File: src/hdl/sorted_unique_key_table_macros.svh
// assertion macros for the sorted unique-key table
`ifndef SORTED_UNIQUE_KEY_TABLE_MACROS_SVH
`define SORTED_UNIQUE_KEY_TABLE_MACROS_SVH

`ifndef SYNTHESIS
`define SUT_ASSERT_IMPL(label, clk, rst_n, ante, cons) \
  label: assert property (@(posedge clk) disable iff (!rst_n) (ante) |-> (cons)) \
    else $error("assertion failed");
`define SUT_ASSERT_NEXT(label, clk, rst_n, ante, cons) \
  label: assert property (@(posedge clk) disable iff (!rst_n) (ante) |=> (cons)) \
    else $error("assertion failed");
`else
`define SUT_ASSERT_IMPL(label, clk, rst_n, ante, cons)
`define SUT_ASSERT_NEXT(label, clk, rst_n, ante, cons)
`endif

`endif

File: src/hdl/sut_pkg.sv
// types and constants shared by the sorted unique-key table
package sut_pkg;

  localparam int DEPTH = 16;
  localparam int CNT_W = $clog2(DEPTH + 1);
  localparam int POS_W = 5;
  localparam int KEY_W = 32;
  localparam int IDX_IN_W = 4;

  localparam logic [1:0] KIND_INSERT = 2'd0;
  localparam logic [1:0] KIND_FIND   = 2'd1;
  localparam logic [1:0] KIND_READ   = 2'd2;

  localparam logic [2:0] STAT_INSERTED  = 3'd0;
  localparam logic [2:0] STAT_DUPLICATE = 3'd1;
  localparam logic [2:0] STAT_FULL      = 3'd2;
  localparam logic [2:0] STAT_FOUND     = 3'd3;
  localparam logic [2:0] STAT_NOT_FOUND = 3'd4;
  localparam logic [2:0] STAT_BAD_INDEX = 3'd5;

  typedef enum logic [1:0] {
    S_IDLE,
    S_CMP,
    S_UPD
  } sut_state_t;

  typedef struct packed {
    logic load;
    logic cmp;
    logic upd;
  } sut_cmd_t;

endpackage

File: src/hdl/sut_ctrl.sv
// controller state machine for the sorted unique-key table
module sut_ctrl (
  input  logic               clk,
  input  logic               rst_n,
  input  logic               start,
  output logic               busy,
  output logic               out_valid,
  output sut_pkg::sut_cmd_t  cmd
);

  sut_pkg::sut_state_t state_r, state_nxt;
  logic out_valid_r;

  always_comb begin
    state_nxt = state_r;
    case (state_r)
      sut_pkg::S_IDLE: begin
        if (start) state_nxt = sut_pkg::S_CMP;
      end
      sut_pkg::S_CMP: begin
        state_nxt = sut_pkg::S_UPD;
      end
      sut_pkg::S_UPD: begin
        // a new request may enter while the last one commits
        if (start) state_nxt = sut_pkg::S_CMP;
        else state_nxt = sut_pkg::S_IDLE;
      end
      default: begin
        state_nxt = sut_pkg::S_IDLE;
      end
    endcase
  end

  always_comb begin
    busy     = 1'b0;
    cmd.load = 1'b0;
    cmd.cmp  = 1'b0;
    cmd.upd  = 1'b0;
    case (state_r)
      sut_pkg::S_IDLE: begin
        cmd.load = start;
      end
      sut_pkg::S_CMP: begin
        busy    = 1'b1;
        cmd.cmp = 1'b1;
      end
      sut_pkg::S_UPD: begin
        cmd.upd  = 1'b1;
        cmd.load = start;
      end
      default: begin
        busy = 1'b0;
      end
    endcase
  end

  always_ff @(posedge clk) begin
    if (!rst_n) begin
      state_r     <= sut_pkg::S_IDLE;
      out_valid_r <= 1'b0;
    end else begin
      state_r     <= state_nxt;
      out_valid_r <= cmd.upd;
    end
  end

  assign out_valid = out_valid_r;

endmodule

File: src/hdl/sut_datapath.sv
// entry cells, key compare and result registers of the sorted unique-key table
module sut_datapath (
  input  logic                         clk,
  input  logic                         rst_n,
  input  sut_pkg::sut_cmd_t            cmd,
  input  logic [1:0]                   in_kind,
  input  logic signed [31:0]           in_part_key,
  input  logic                         in_part_type,
  input  logic signed [31:0]           in_attribute,
  input  logic [sut_pkg::IDX_IN_W-1:0] in_index,
  output logic [2:0]                   out_status,
  output logic [sut_pkg::POS_W-1:0]    out_position,
  output logic signed [31:0]           out_found_key,
  output logic                         out_found_type,
  output logic signed [31:0]           out_found_attribute,
  output logic [sut_pkg::POS_W-1:0]    out_entry_count
);

  // latched request
  logic [1:0]                   req_kind_r;
  logic signed [31:0]           req_key_r;
  logic                         req_type_r;
  logic signed [31:0]           req_attr_r;
  logic [sut_pkg::IDX_IN_W-1:0] req_index_r;

  // entry cells
  logic signed [31:0] key_r  [sut_pkg::DEPTH];
  logic               type_r [sut_pkg::DEPTH];
  logic signed [31:0] attr_r [sut_pkg::DEPTH];
  logic [sut_pkg::CNT_W-1:0] count_r, count_nxt;

  // compare vectors
  logic [sut_pkg::DEPTH-1:0] eq_r, eq_nxt, less_r, less_nxt;

  // outcome
  logic                      hit;
  logic [sut_pkg::CNT_W-1:0] hit_pos, lower_pos, sel_pos, pos_nxt;
  logic signed [31:0]        sel_key, sel_attr, fkey_nxt, fattr_nxt;
  logic                      sel_type, ftype_nxt;
  logic [2:0]                status_nxt;
  logic                      ins_go;

  logic [2:0]                   status_r;
  logic [sut_pkg::POS_W-1:0]    pos_r, cnt_out_r;
  logic signed [31:0]           fkey_r, fattr_r;
  logic                         ftype_r;

  always_comb begin
    for (int i = 0; i < sut_pkg::DEPTH; i++) begin
      eq_nxt[i]   = (sut_pkg::CNT_W'(i) < count_r) && (key_r[i] == req_key_r);
      less_nxt[i] = (sut_pkg::CNT_W'(i) < count_r) && (key_r[i] < req_key_r);
    end
  end

  // table is sorted and unique: eq is at most one-hot, less is a prefix
  always_comb begin
    hit       = |eq_r;
    hit_pos   = '0;
    lower_pos = '0;
    for (int i = 0; i < sut_pkg::DEPTH; i++) begin
      if (eq_r[i]) hit_pos = hit_pos | sut_pkg::CNT_W'(i);
      if (less_r[i] && ((i == sut_pkg::DEPTH - 1) || !less_r[(i + 1) % sut_pkg::DEPTH]))
        lower_pos = lower_pos | sut_pkg::CNT_W'(i + 1);
    end
  end

  // a read selects by index, whatever key came with it
  always_comb begin
    sel_pos  = (req_kind_r == sut_pkg::KIND_READ) ? sut_pkg::CNT_W'(req_index_r) : hit_pos;
    sel_key  = '0;
    sel_type = 1'b0;
    sel_attr = '0;
    for (int i = 0; i < sut_pkg::DEPTH; i++) begin
      if (sut_pkg::CNT_W'(i) == sel_pos) begin
        sel_key  = key_r[i];
        sel_type = type_r[i];
        sel_attr = attr_r[i];
      end
    end
  end

  always_comb begin
    status_nxt = sut_pkg::STAT_BAD_INDEX;
    pos_nxt    = '0;
    fkey_nxt   = '0;
    ftype_nxt  = 1'b0;
    fattr_nxt  = '0;
    count_nxt  = count_r;
    ins_go     = 1'b0;
    case (req_kind_r)
      sut_pkg::KIND_INSERT: begin
        if (hit) begin
          status_nxt = sut_pkg::STAT_DUPLICATE;
          pos_nxt    = hit_pos;
          fkey_nxt   = sel_key;
          ftype_nxt  = sel_type;
          fattr_nxt  = sel_attr;
        end else if (count_r == sut_pkg::CNT_W'(sut_pkg::DEPTH)) begin
          status_nxt = sut_pkg::STAT_FULL;
          pos_nxt    = count_r;
        end else begin
          status_nxt = sut_pkg::STAT_INSERTED;
          pos_nxt    = lower_pos;
          fkey_nxt   = req_key_r;
          ftype_nxt  = req_type_r;
          fattr_nxt  = req_attr_r;
          count_nxt  = count_r + 1'b1;
          ins_go     = 1'b1;
        end
      end
      sut_pkg::KIND_FIND: begin
        if (hit) begin
          status_nxt = sut_pkg::STAT_FOUND;
          pos_nxt    = hit_pos;
          fkey_nxt   = sel_key;
          ftype_nxt  = sel_type;
          fattr_nxt  = sel_attr;
        end else begin
          status_nxt = sut_pkg::STAT_NOT_FOUND;
          pos_nxt    = count_r;
        end
      end
      sut_pkg::KIND_READ: begin
        pos_nxt = sut_pkg::CNT_W'(req_index_r);
        if (sut_pkg::CNT_W'(req_index_r) < count_r) begin
          status_nxt = sut_pkg::STAT_FOUND;
          fkey_nxt   = sel_key;
          ftype_nxt  = sel_type;
          fattr_nxt  = sel_attr;
        end
      end
      default: begin
        status_nxt = sut_pkg::STAT_BAD_INDEX;
      end
    endcase
  end

  always_ff @(posedge clk) begin
    if (!rst_n) begin
      count_r <= '0;
    end else if (cmd.upd) begin
      count_r <= count_nxt;
    end
  end

  always_ff @(posedge clk) begin
    if (cmd.load) begin
      req_kind_r  <= in_kind;
      req_key_r   <= in_part_key;
      req_type_r  <= in_part_type;
      req_attr_r  <= in_attribute;
      req_index_r <= in_index;
    end
    if (cmd.cmp) begin
      eq_r   <= eq_nxt;
      less_r <= less_nxt;
    end
    if (cmd.upd) begin
      status_r  <= status_nxt;
      pos_r     <= sut_pkg::POS_W'(pos_nxt);
      fkey_r    <= fkey_nxt;
      ftype_r   <= ftype_nxt;
      fattr_r   <= fattr_nxt;
      cnt_out_r <= sut_pkg::POS_W'(count_nxt);
    end
  end

  // insert: cells above the slot shift up by one, the slot takes the request
  always_ff @(posedge clk) begin
    if (cmd.upd && ins_go) begin
      for (int i = 0; i < sut_pkg::DEPTH; i++) begin
        if (sut_pkg::CNT_W'(i) == lower_pos) begin
          key_r[i]  <= req_key_r;
          type_r[i] <= req_type_r;
          attr_r[i] <= req_attr_r;
        end else if ((i > 0) && (sut_pkg::CNT_W'(i) > lower_pos)) begin
          key_r[i]  <= key_r[(i + sut_pkg::DEPTH - 1) % sut_pkg::DEPTH];
          type_r[i] <= type_r[(i + sut_pkg::DEPTH - 1) % sut_pkg::DEPTH];
          attr_r[i] <= attr_r[(i + sut_pkg::DEPTH - 1) % sut_pkg::DEPTH];
        end
      end
    end
  end

  assign out_status          = status_r;
  assign out_position        = pos_r;
  assign out_found_key       = fkey_r;
  assign out_found_type      = ftype_r;
  assign out_found_attribute = fattr_r;
  assign out_entry_count     = cnt_out_r;

endmodule

File: src/hdl/sorted_unique_key_table.sv
// top level of the sorted unique-key table
//
//   channel  ports                              handshake
//   request  start, busy, in_*                  taken when start && !busy
//   result   out_valid, out_*                   one-cycle strobe, no backpressure
//
// a request first compares the key against every cell at once, in the compare state;
// the update state then shifts the cells on insert and registers the result.
// the result strobe comes in the cycle after the update; a new request can be
// taken during the update cycle, while the last request commits its result.
// reset clears the entry count; cell contents are undefined until written.
// results cannot be stalled.
module sorted_unique_key_table (
  input  logic                         clk,
  input  logic                         rst_n,
  input  logic                         start,
  output logic                         busy,
  input  logic [1:0]                   in_kind,
  input  logic signed [31:0]           in_part_key,
  input  logic                         in_part_type,
  input  logic signed [31:0]           in_attribute,
  input  logic [sut_pkg::IDX_IN_W-1:0] in_index,
  output logic                         out_valid,
  output logic [2:0]                   out_status,
  output logic [sut_pkg::POS_W-1:0]    out_position,
  output logic signed [31:0]           out_found_key,
  output logic                         out_found_type,
  output logic signed [31:0]           out_found_attribute,
  output logic [sut_pkg::POS_W-1:0]    out_entry_count
);

  `include "sorted_unique_key_table_macros.svh"

  sut_pkg::sut_cmd_t cmd;

  sut_ctrl u_ctrl (
    .clk       (clk),
    .rst_n     (rst_n),
    .start     (start),
    .busy      (busy),
    .out_valid (out_valid),
    .cmd       (cmd)
  );

  sut_datapath u_datapath (
    .clk                 (clk),
    .rst_n               (rst_n),
    .cmd                 (cmd),
    .in_kind             (in_kind),
    .in_part_key         (in_part_key),
    .in_part_type        (in_part_type),
    .in_attribute        (in_attribute),
    .in_index            (in_index),
    .out_status          (out_status),
    .out_position        (out_position),
    .out_found_key       (out_found_key),
    .out_found_type      (out_found_type),
    .out_found_attribute (out_found_attribute),
    .out_entry_count     (out_entry_count)
  );

  // accepted request goes to compare, then a result after the update state
  `SUT_ASSERT_NEXT(a_accept_busy, clk, rst_n, start && !busy, busy)
  `SUT_ASSERT_IMPL(a_busy_result, clk, rst_n, busy, ##2 out_valid)
  // every result carries a defined status and a count within the table
  `SUT_ASSERT_IMPL(a_result_range, clk, rst_n, out_valid, (out_status <= sut_pkg::STAT_BAD_INDEX) && (out_entry_count <= sut_pkg::POS_W'(sut_pkg::DEPTH)))

endmodule
File: config.mk
export PLATFORM = sky130hd
export DESIGN_NAME = sorted_unique_key_table
export DESIGN_NICKNAME = d
export VERILOG_FILES = /design/src/hdl/sut_pkg.sv /design/src/hdl/sut_ctrl.sv /design/src/hdl/sut_datapath.sv /design/src/hdl/sorted_unique_key_table.sv
export VERILOG_INCLUDE_DIRS = /design/src /design/src/hdl
export SDC_FILE = /design/constraint.sdc
export NUM_CORES = 2
export LEC_CHECK = 0
export BUFFER_PORTS_ARGS = -buffer_cell sky130_fd_sc_hd__buf_4
export CAP_MARGIN = 40
export CORE_MARGIN = 3
export CORE_UTILIZATION = 43
export CTS_CLUSTER_DIAMETER = 80
export DETAILED_ROUTE_END_ITERATION = 10
export PLACE_DENSITY = 0.56
export SETUP_SLACK_MARGIN = 0.05
export SLEW_MARGIN = 10
export SYNTH_ARGS = -nofsm -noshare
export SYNTH_HDL_FRONTEND = slang
export SYNTH_HIERARCHICAL = 1
export SYNTH_SLANG_ARGS = --single-unit
File: constraint.sdc
create_clock -name clk -period 11 [get_ports clk]
set_input_delay 1.1 -clock clk [delete_from_list [all_inputs] [get_ports clk]]
set_output_delay 1.1 -clock clk [all_outputs]
set_load 0.05 [all_outputs]
==> impl_metrics.json <==
{
  "layout_common_cells": "edfxtp_1, mux2_2, nand2_1",
  "peakVddDrop_mv": 0.153,
  "top_layer": "met5",
  "grt_pass1_vias": 52100,
  "place.gp.congestion": 0.993,
  "period_needed_ns": 7.19,
  "slew_headroom_pct": 27.2,
  "viasPerCell": 6.61,
  "end_kind": "register",
  "synth-async-reset-ratio_pct": 0,
  "ys_seq_elements": 1229,
  "synth_nets": 6424,
  "dr_wl_met2_um": 122000,
  "area_growth_pct": 13.5,
  "post_cts_buffers": 0,
  "synth.avg_cell_area_um2": 12.1,
  "setup_violations": 0,
  "final.setup_skew_ns": 0.0520,
  "cts_root_buf": "clkbuf_16",
  "synth_enable_flop_cells": 1221,
  "die_h_um": 411,
  "wl_met1_um": 114000,
  "seq_area_um2": 36800,
  "cp_data_arrival_time_ns": 7.74,
  "antenna_found_initial": 25,
  "wl_um": 284000,
  "core_area_um2": 162000,
  "hold_class": "in -> reg",
  "port_buffers": 153,
  "clockBufferDepth": 3,
  "fin_crit_sh_pct": 65.4,
  "powerDensity_nw_per_um2": 142,
  "synth_cell_types": 85,
  "final_common_cell": "edfxtp_1",
  "finalHoldViolCount": 0,
  "tightestPinTransition_ns": 1.09,
  "hold_buffers": 0,
  "cp_max_fo": 77,
  "dpl.hpwl_um": 189000,
  "cts.clk_slew.worst_paths_ns": 0.06,
  "maxCapViolCount": 0,
  "grt.total_usage_pct": 32.9,
  "syn_inst": 5833,
  "criticalPathCategory": "reg -> reg",
  "wire_per_inst_um": 34.4,
  "p_total_mw": 11.3,
  "vias": 54500,
  "drive_above_1_share_pct": 23.0,
  "nets": 6555,
  "cts_tree": "yes",
  "critPathLaunchType": "register",
  "holdWs_ns": 0.437,
  "clkLatencyLatePin_ns": 0.84,
  "ios": 154,
  "slew_violations": 0,
  "ant_nets": 0,
  "post_cts_resized": 0,
  "fp-row-count": 147,
  "cp.required_ns": 11.55,
  "cellLeakagePower_nw": 28.3,
  "dpl.cell_count": 7967,
  "start_util_pct": 43.5,
  "status": "complete, no violations",
  "route.detailed.drc": 0,
  "grt_pass1_wl_um": 398000,
  "synth_area_um2": 70400,
  "multi_input_area_um2": 32100,
  "drtIter0Drc": 7590,
  "die_w_um": 411,
  "synthFlopType": "edfxtp_1",
  "gr-total-overflow": 0,
  "cts.sinks": 1229,
  "wl_met3_um": 30800,
  "rsz0062_at_grt": "false",
  "fillers": 14300,
  "yosysSeqAreaShare_pct": 52.3,
  "dr.pass1.iters": 9,
  "die_area_um2": 169000,
  "instances_no_fill": 8251,
  "cts_max_level": 4,
  "cts_buffers": 151,
  "grt_max_degree": 162,
  "fmaxAchievable_mhz": 139,
  "tns_ns": 0,
  "ys_warn_count": 6
}
-- power breakdown --
group | internal [mW] | switching, mW
clock | 2.76 | 2.20
sequential | 5.19 | 0.0667
combinational | 0.395 | 0.711
total | 8.35 | 2.97
-- routing by layer --
layer / global-route usage (%) / vias up
li1: - / 23100
met1: 45.2 / 27400
met2: 48.8 / 3349
met3: 7.76 / 656
met4: 16.5 / 4
met5: 0 / -
-- worst max-delay path: stages (launching register included) --
cell and delay (ns):
dfxtp_1 0.95, nor4bb_1 0.76, nor2_1 0.23, and3_4 0.38
buf_12 0.23, nand2_2 0.22, or2_1 0.59, inv_4 0.41
o21ai_4 0.14, buf_4 0.59, inv_6 0.42, nand2b_4 0.69
buf_4 0.69, mux2_2 0.40
-- final timing paths --
kind,start,end,slack (ns),cells past startpoint
min,in_attribute[31],u_datapath/req_attr_r[31],0.44,1
min reg2reg,u_datapath/attr_r[1][106],u_datapath/attr_r[1][138],0.53,2
max reg2reg,u_datapath/count_r[4],u_datapath/attr_r[1][122],3.81,13
max,u_datapath/count_r[4],u_datapath/attr_r[1][122],3.81,13
-- flip-flops by register name (all words and copies together), names as in the netlist, 16 cells and up --
register,count
u_datapath/req_attr_r,32
u_datapath/type_r,16
u_datapath/out_found_key,32
u_datapath/req_key_r,32
u_datapath/eq_r,16
u_datapath/key_r,512
u_datapath/out_found_attribute,32
u_datapath/less_r,16
u_datapath/attr_r,512
-- per-stage QoR --
step	util [%]	setup WS (ns)	area, um2
after floorplan	-	1.00	70400
after global placement	46.1	4.07	74500
after detailed placement	46.3	3.97	74900
after CTS	49.3	3.98	79800
after global routing	49.4	3.70	79800
final	49.4	3.81	79900
-- cells in the mapped netlist, types with 64 or more instances --
| cell type | instances | area share, % |
|---|---|---|
| o21ai_0 | 422 | 3.0 |
| buf_2 | 66 | 0.47 |
| a21oi_1 | 373 | 2.7 |
| mux2_1 | 71 | 1.1 |
| a221oi_1 | 90 | 1.1 |
| mux2_2 | 729 | 12 |
| a22oi_1 | 64 | 0.68 |
| a21o_1 | 158 | 1.7 |
| edfxtp_1 | 1221 | 52 |
| nand4_1 | 118 | 1.0 |
| nand2_1 | 605 | 3.2 |
| ha_1 | 517 | 9.2 |
| inv_1 | 73 | 0.39 |
| clkbuf_1 | 268 | 1.4 |
| nor2_1 | 229 | 1.2 |
-- cell families (layout without fill, tap and decap cells) --
logic type | Yosys count | count (layout) | synth area share, %
AO/OA/AOI/OAI | 1522 | 1522 | 13.9
AND/OR/NAND/NOR | 1239 | 1239 | 8.05
flip-flops | 1229 | 1229 | 52.3
multiplexers | 856 | 856 | 13.6
adder cells (fa/ha/maj) | 517 | 517 | 9.19
buffers and inverters | 463 | 710 | 2.80
XOR/XNOR | 7 | 7 | 0.0871
other | 0 | 11 | 0
-- final cells by class --
type,instances,area share [%]
multi-input combinational,4141,40.1
clock buffer,175,4.87
clock inverter,94,1.25
timing repair buffer,366,3.86
antenna,11,0.0345
tap,2160,3.38
sequential,1229,46.1
inverter,75,0.368
No activity file was read; power rests on OpenSTA's default activity.
